File: src/rtl/hhk_pkg.sv
`timescale 1ns / 1ps
// Package for the Hodgkin-Huxley potassium current block: payload types,
// register codes, reset values and the rate-table builder functions.
// No dependencies.
package hhk_pkg;

  typedef enum logic [1:0] {
    CFG_CONDUCTANCE = 2'd0,
    CFG_REVERSAL    = 2'd1,
    CFG_TIME_STEP   = 2'd2,
    CFG_N_INIT      = 2'd3
  } hhk_cfg_idx_e;

  typedef struct packed {
    logic signed [15:0] prev_voltage;
    logic               same_compartment;
  } hhk_in_t;

  typedef struct packed {
    logic signed [31:0] current;
    logic               current_valid;
    logic [15:0]        gating_value;
  } hhk_out_t;

  typedef struct packed {
    hhk_cfg_idx_e addr;
    logic [15:0]  wdata;
  } hhk_cfg_t;

  typedef struct packed {
    logic en;
    logic clear;
    logic hi;
  } hhk_mac_ctl_t;

  typedef struct packed {
    logic en;
    logic beta;
  } hhk_rom_req_t;

  localparam int MUL_A_W  = 34;
  localparam int MUL_B_W  = 20;
  localparam int ACC_W    = 64;
  localparam int HI_SHIFT = 34;

  localparam logic [15:0] CONDUCTANCE_RST = 16'd2560;
  localparam logic [15:0] REVERSAL_RST    = 16'hA600;
  localparam logic [15:0] TIME_STEP_RST   = 16'd655;
  localparam logic [15:0] N_INIT_RST      = 16'd0;
  localparam logic [18:0] TEMP_FACTOR     = 19'd5;

  localparam logic [63:0] E_Q24           = 64'd45605201;
  localparam logic [63:0] INV_E_Q24       = 64'd6171993;
  localparam logic [63:0] ONE_Q24         = 64'd16777216;
  localparam logic [31:0] ALPHA_LIMIT_Q16 = 32'd6554;

  // Shift-subtract division, evaluated only while building the tables.
  function automatic logic [63:0] udiv64(logic [63:0] num, logic [63:0] den);
    logic [64:0] rem;
    logic [63:0] quo;
    rem = '0;
    quo = '0;
    for (int i = 63; i >= 0; i--) begin
      rem = {rem[63:0], num[i]};
      if (rem >= {1'b0, den}) begin
        rem    = rem - {1'b0, den};
        quo[i] = 1'b1;
      end
    end
    return quo;
  endfunction

  // Q40.24 exponential of a Q16.16 argument clamped to [-20, 10].
  function automatic logic [63:0] exp_q24(int t);
    int          tc;
    int          k;
    logic [31:0] tt;
    logic [63:0] r;
    logic [63:0] sum;
    logic [63:0] term;
    tc = t;
    if (tc < -20 * 65536) tc = -20 * 65536;
    if (tc > 10 * 65536) tc = 10 * 65536;
    tt   = 32'(tc + 32 * 65536);
    k    = int'(tt[31:16]) - 32;
    r    = 64'(tt[15:0]) << 8;
    sum  = ONE_Q24;
    term = ONE_Q24;
    for (int i = 1; i <= 12; i++) begin
      term = udiv64((term * r) >> 24, 64'(i));
      sum  = sum + term;
    end
    for (int j = 0; j < 32; j++) begin
      if (k > 0) begin
        sum = (sum * E_Q24 + 64'h80_0000) >> 24;
        k   = k - 1;
      end else if (k < 0) begin
        sum = (sum * INV_E_Q24 + 64'h80_0000) >> 24;
        k   = k + 1;
      end
    end
    return sum;
  endfunction

  function automatic int scaled_arg(int w, int divisor);
    logic [63:0] mag;
    logic [63:0] tm;
    mag = 64'(w < 0 ? -w : w);
    tm  = udiv64(mag * 256 + 64'(divisor >> 1), 64'(divisor));
    return (w > 0) ? -int'(tm) : int'(tm);
  endfunction

  function automatic logic [31:0] alpha_at(int v);
    int          u;
    logic [63:0] mag;
    logic [63:0] ex;
    logic [63:0] den;
    logic [63:0] val;
    u = v + 34 * 256;
    if (u == 0) return ALPHA_LIMIT_Q16;
    mag = 64'(u < 0 ? -u : u);
    ex  = exp_q24(scaled_arg(u, 10));
    den = (ex > ONE_Q24) ? ex - ONE_Q24 : ONE_Q24 - ex;
    if (den == 0) return ALPHA_LIMIT_Q16;
    val = udiv64((mag << 32) + 64'd50 * den, 64'd100 * den);
    return (val > 64'hFFFF_FFFF) ? 32'hFFFF_FFFF : val[31:0];
  endfunction

  function automatic logic [31:0] beta_at(int v);
    logic [63:0] ex;
    logic [63:0] val;
    ex  = exp_q24(scaled_arg(v + 44 * 256, 80));
    val = (ex + 64'd1024) >> 11;
    return (val > 64'hFFFF_FFFF) ? 32'hFFFF_FFFF : val[31:0];
  endfunction

endpackage

File: src/rtl/hhk_mac.sv
`timescale 1ns / 1ps
// Shared multiply-accumulate unit: one 34x20 product per cycle while enabled
// into a 64-bit accumulator that wraps. Depends on hhk_pkg.
module hhk_mac import hhk_pkg::*; (
  input  logic               clk_i,
  input  hhk_mac_ctl_t       ctl_i,
  input  logic [MUL_A_W-1:0] a_i,
  input  logic [MUL_B_W-1:0] b_i,
  output logic [ACC_W-1:0]   acc_o
);

  logic [MUL_A_W+MUL_B_W-1:0] prod;
  logic [ACC_W-1:0]           addend;
  logic [ACC_W-1:0]           acc_d, acc_q;

  assign prod   = {{MUL_B_W{1'b0}}, a_i} * {{MUL_A_W{1'b0}}, b_i};
  assign addend = ctl_i.hi ? ACC_W'({prod, {HI_SHIFT{1'b0}}}) : ACC_W'(prod);
  assign acc_d  = (ctl_i.clear ? '0 : acc_q) + addend;

  always_ff @(posedge clk_i) begin
    if (ctl_i.en) begin
      acc_q <= acc_d;
    end
  end

  assign acc_o = acc_q;

endmodule

File: config.mk
export PLATFORM = sky130hd
export DESIGN_NAME = hhk_mac
export DESIGN_NICKNAME = d
export VERILOG_FILES = /design/src/rtl/hhk_pkg.sv /design/src/rtl/hhk_mac.sv
export SDC_FILE = /design/constraint.sdc
export NUM_CORES = 2
export LEC_CHECK = 0
export ABC_AREA = 1
export BUFFER_PORTS_ARGS = -buffer_cell sky130_fd_sc_hd__buf_2
export CAP_MARGIN = 20
export CORE_AREA = 2 2 325 247
export CTS_BUF_LIST = sky130_fd_sc_hd__clkbuf_4 sky130_fd_sc_hd__clkbuf_8
export DETAILED_ROUTE_END_ITERATION = 6
export DIE_AREA = 0 0 327 249
export SLEW_MARGIN = 20
export SYNTH_ARGS = -nofsm -noshare
export SYNTH_HDL_FRONTEND = slang
export SYNTH_SLANG_ARGS = --single-unit
File: constraint.sdc
create_clock -name clk_i -period 13.46 [get_ports clk_i]
set_input_delay 2.692 -clock clk_i [delete_from_list [all_inputs] [get_ports clk_i]]
set_output_delay 2.692 -clock clk_i [all_outputs]
set_load 0.01 [all_outputs]
Word-level counts from Yosys, hierarchy flattened
Cells that the tools add are included.

storage, ports and cells
  bits in registers = 64
  latch bits = 0
  memory bits (writable) = 0
  memory bits (read-only) = 0
  bits of input ports = 58
  word-level logic and storage cells = 5
  memories kept = 0

cells by class
  add/sub/neg operators = 1
  multiply operators = 1
  div/mod/pow operators = 0
  order comparisons = 0
  equal/unequal tests = 0
  shift-type cells = 0
  multiplexer cells = 2
  bitwise gates (word level) = 0
  reductions and logical operators = 0

operators by type and width
  cell                                            count
  64-bit 2-to-1 mux                               2
  64-bit adder                                    1
  34-bit by 20-bit multiplier with 54-bit output  1

Logic depth before layout (Yosys ltp)
  depth after elaboration = 3
  gate-level depth with buffers = 44
  gate-level depth less buffers = 42

Least setup slack after synthesis
Ideal clock, no wire load.

  path type = in2reg
  start point = input b_i[5]
  end point = register acc_q[51] (netlist: acc_o[51]), data pin
  data arrival time = 9.403 ns
  path slack = 3.805 ns
  cell stages on the path = 37
  path through = clkbuf_1 > clkbuf_1 > nand2_1 > fa_1 > inv_1 > fa_1 > inv_1 > fa_1 > inv_1 > fa_1 > fa_1 > fa_1 > inv_1 > fa_1 > inv_1 > ha_1 > nand2_1 > inv_1 > nand2_1 > nor2_1 > inv_1 > nor4_1 > nand2_1 > nand2_1 > nand2_1 > nand3_1 > o21ai_0 > ha_1 > a21oi_1 > o21ai_0 > a21oi_1 > nor2_1 > nor2_1 > a21boi_0 > nand2_1 > nand2_1 > nand2_1

between the ends
  word-level cells in the longest chain between the ends = 3

ends and longest elaborated chain
  item                                            line           source
  start: declaration                              hhk_mac.sv:8   input logic [MUL_B_W-1:0] b_i,
  34-bit by 20-bit multiplier with 54-bit output  hhk_mac.sv:16  assign prod = {{MUL_B_W{1'b0}}, a_i} * {{MUL_A_W{1'b0}}, b_i};
  64-bit 2-to-1 mux                               hhk_mac.sv:17  assign addend = ctl_i.hi ? ACC_W'({prod, {HI_SHIFT{1'b0}}}) : ACC_W'(prod);
  64-bit adder                                    hhk_mac.sv:18  assign acc_d = (ctl_i.clear ? '0 : acc_q) + addend;
  net acc_d[51]                                   hhk_mac.sv:14  logic [ACC_W-1:0] acc_d, acc_q;
  end signal: assignment                          hhk_mac.sv:22  acc_q <= acc_d;
  end: declaration                                hhk_mac.sv:14

The timed path passes the listed nets, and every way through them passes these cells.
A chain may end at the register's enable or synchronous reset.

Worst setup path after layout
  start point = input b_i[5]
  end point = register acc_q[49] (netlist: acc_o[49]), data pin

The elaborated chain is that of the path after synthesis.

==> run summary <==
CP Class: primary input to flop
Clk Latency, worst-skew pair: 0.39 ns
Highest Clock Rate: 0.0903 GHz
r2r endpoint: acc_o[49]$_DFFE_PP_
DRT iter0 DRCs: 2561
cts bufs inserted: 9
I/O Buffers: 121
Ports: 122
final setup skew: 0.0141 ns
asr flop ratio synth: 0%
CTS tree: built
max FFs per register: 64
Avg Vias per Cell: 4.91
Hold WC Path Type: flop to flop
# hold bufs at CTS: 0
grt ovf: 0
sequential fraction of the synthesis area: 6.20%
nets: 5269
share of cells above drive strength 1: 4.96%
Die W: 327 um
Mapped Area: 31000 sq um
Rows: 89
cell mode on critical path: nand2_1
Worst-Margin Slew: 1.01 ns
hold depth: 3
most common cell in the netlist: inv_1
Post-synth EDFFs: 64
Worst-path clk slew: 0.08 ns
synth unique cells: 40
pin count of the biggest net entering global routing: 65
period utilisation layout: 82.3%
die area: 81400 sq um
Max Cap Violations: 0
Post-Synthesis Net Count: 5296
GP Congestion: 1.00
top cells by count, synth: inv_1 (1259), nand2_1 (1213), fa_1 (573)
Max clock buf depth: 2
Util after Layout: 41.6%
Most used DFF post-synth: edfxtp_1
Starting Density: 39.7%
top cells by area, synth: fa_1 (37%), inv_1 (15%), nand2_1 (15%), ha_1 (9.2%), edfxtp_1 (6.2%)
synthesized flop and latch total: 64
RSZ-0062 raised after global routing: false
setup TNS: 0 ns
Antenna Nets Post-Route: 0
via count: 26798
Synth Area per Inst: 6.98 sq um
initial antenna violation count: 2
final setup fails: 0
first-pass GRT wire length: 154000 um
Crit Path Max Fanout: 34
Die Height: 249 um
worst r2r src: acc_o[41]$_DFFE_PP_
CP Data Required Time: 13.62 ns
max incr delay on CP: 0.65 ns
Slew headroom: 32.4%
Post-CTS Setup Bufs: 0
Final min period: 11.08 ns
Layout area overhead: 4.78%
R2R depth: 12
PostCTS Resize Cnt: 0
number of global-route vias before repair: 26769
post-synth top area share: 37.0%
startpoint class of the critical path: primary input
Routed WL: 97700 um
clock sinks: 64
crit end category: flop
synthesized instance count: 4438
fillcell total: 8243
Final Hold Fails: 0
area occupied by multi-input gates: 23700 sq um
DR DRC count: 0
Synth Warn #: 0
Placeable Area: 78100 sq um
drt wl/cell: 17.9 um
register area: 1920 sq um
gr usage total: 24.3%
run status: finished, final reports clean
CTS root buffer: clkbuf_8
Hold EP: acc_o[0]$_DFFE_PP_
Slew Limit Fails: 0
Final HPWL DP: 81600 um
r2r setup slk: 10.42 ns
worst path arrival time: 11.24 ns
CP max-delay cell: buf_2
H-tree depth: 3
Synth area leader: fa_1
hold path start: acc_o[0]$_DFFE_PP_
First-pass DRT Iterations: 6
[cells by family after synthesis]
logic type / Yosys count / synth area share, %
adder cells (fa/ha/maj): 800 / 46.2
XOR/XNOR: 70 / 1.98
AO/OA/AOI/OAI: 289 / 5.07
buffers and inverters: 1437 / 17.4
AND/OR/NAND/NOR: 1778 / 23.2
flip-flops: 64 / 6.20
[placed cells by master, fill, tap and decap left out, drive strengths merged, types with 10 or more instances in the layout]
cell type	count
o21bai	17
xor2	50
clkbuf	10
a21oi	157
xnor2	20
nand4	21
a21o	10
fa	573
o21ai	92
ha	227
nor3	20
nand3	123
nor2	357
buf	126
nand2	1240
edfxtp	64
inv	1272
[critical path, delay by kind of cell]
family          cells  cell delay [ns]
compound gates      2             0.44
fa+ha+maj           9             4.35
buf+inv             8             1.19
simple gates       15             2.56
[per-stage QoR]
step                worst slack, ns  hold WS [ns]  cell area (sq um)  cells
finish                         2.38         0.769              32500   5460
global route                   1.98         0.905              32500   5459
CTS                            2.55         0.799              32500   5459
detailed placement             2.15         0.777              32300   5446
global placement               2.13         0.782              32300   5446
floorplan                      3.81         0.730              31000   4438
[how the worst max path moves through the flow]
stage | slack, ns | end | cells after the start | start
2_1_floorplan | 3.81 | acc_o[51]$_DFFE_PP_ | 37 | b_i[5]
3_3_place_gp | 2.13 | acc_o[50]$_DFFE_PP_ | 33 | b_i[6]
3_5_place_dp | 2.15 | acc_o[50]$_DFFE_PP_ | 33 | b_i[5]
4_1_cts | 2.55 | acc_o[50]$_DFFE_PP_ | 33 | b_i[5]
5_1_grt | 1.98 | acc_o[50]$_DFFE_PP_ | 38 | b_i[2]
6_report | 2.38 | acc_o[49]$_DFFE_PP_ | 34 | b_i[5]
[metal layers]
metal | global-route usage, % | wire length (um) | vias to the layer above
met5 | 0 | 8 | -
met4 | 3.62 | 1330 | 2
met1 | 37.0 | 46000 | 13032
met3 | 5.21 | 8950 | 89
li1 | - | - | 12685
met2 | 35.9 | 41400 | 990
[final cells by class]
class                           count  share of cell area [%]
Multi-Input combinational cell   2937                    72.9
Inverter                         1273                    14.7
Sequential cell                    64                    5.92
Tap cell                         1046                    4.03
Timing Repair Buffer              126                    1.98
Clock buffer                       10                   0.405
Clock inverter                      3                  0.0385
Antenna cell                        1                 0.00771
Power is left out: the tool's default activity adds up to more than one toggle a clock period on the data nets, which glitch-free logic cannot reach.
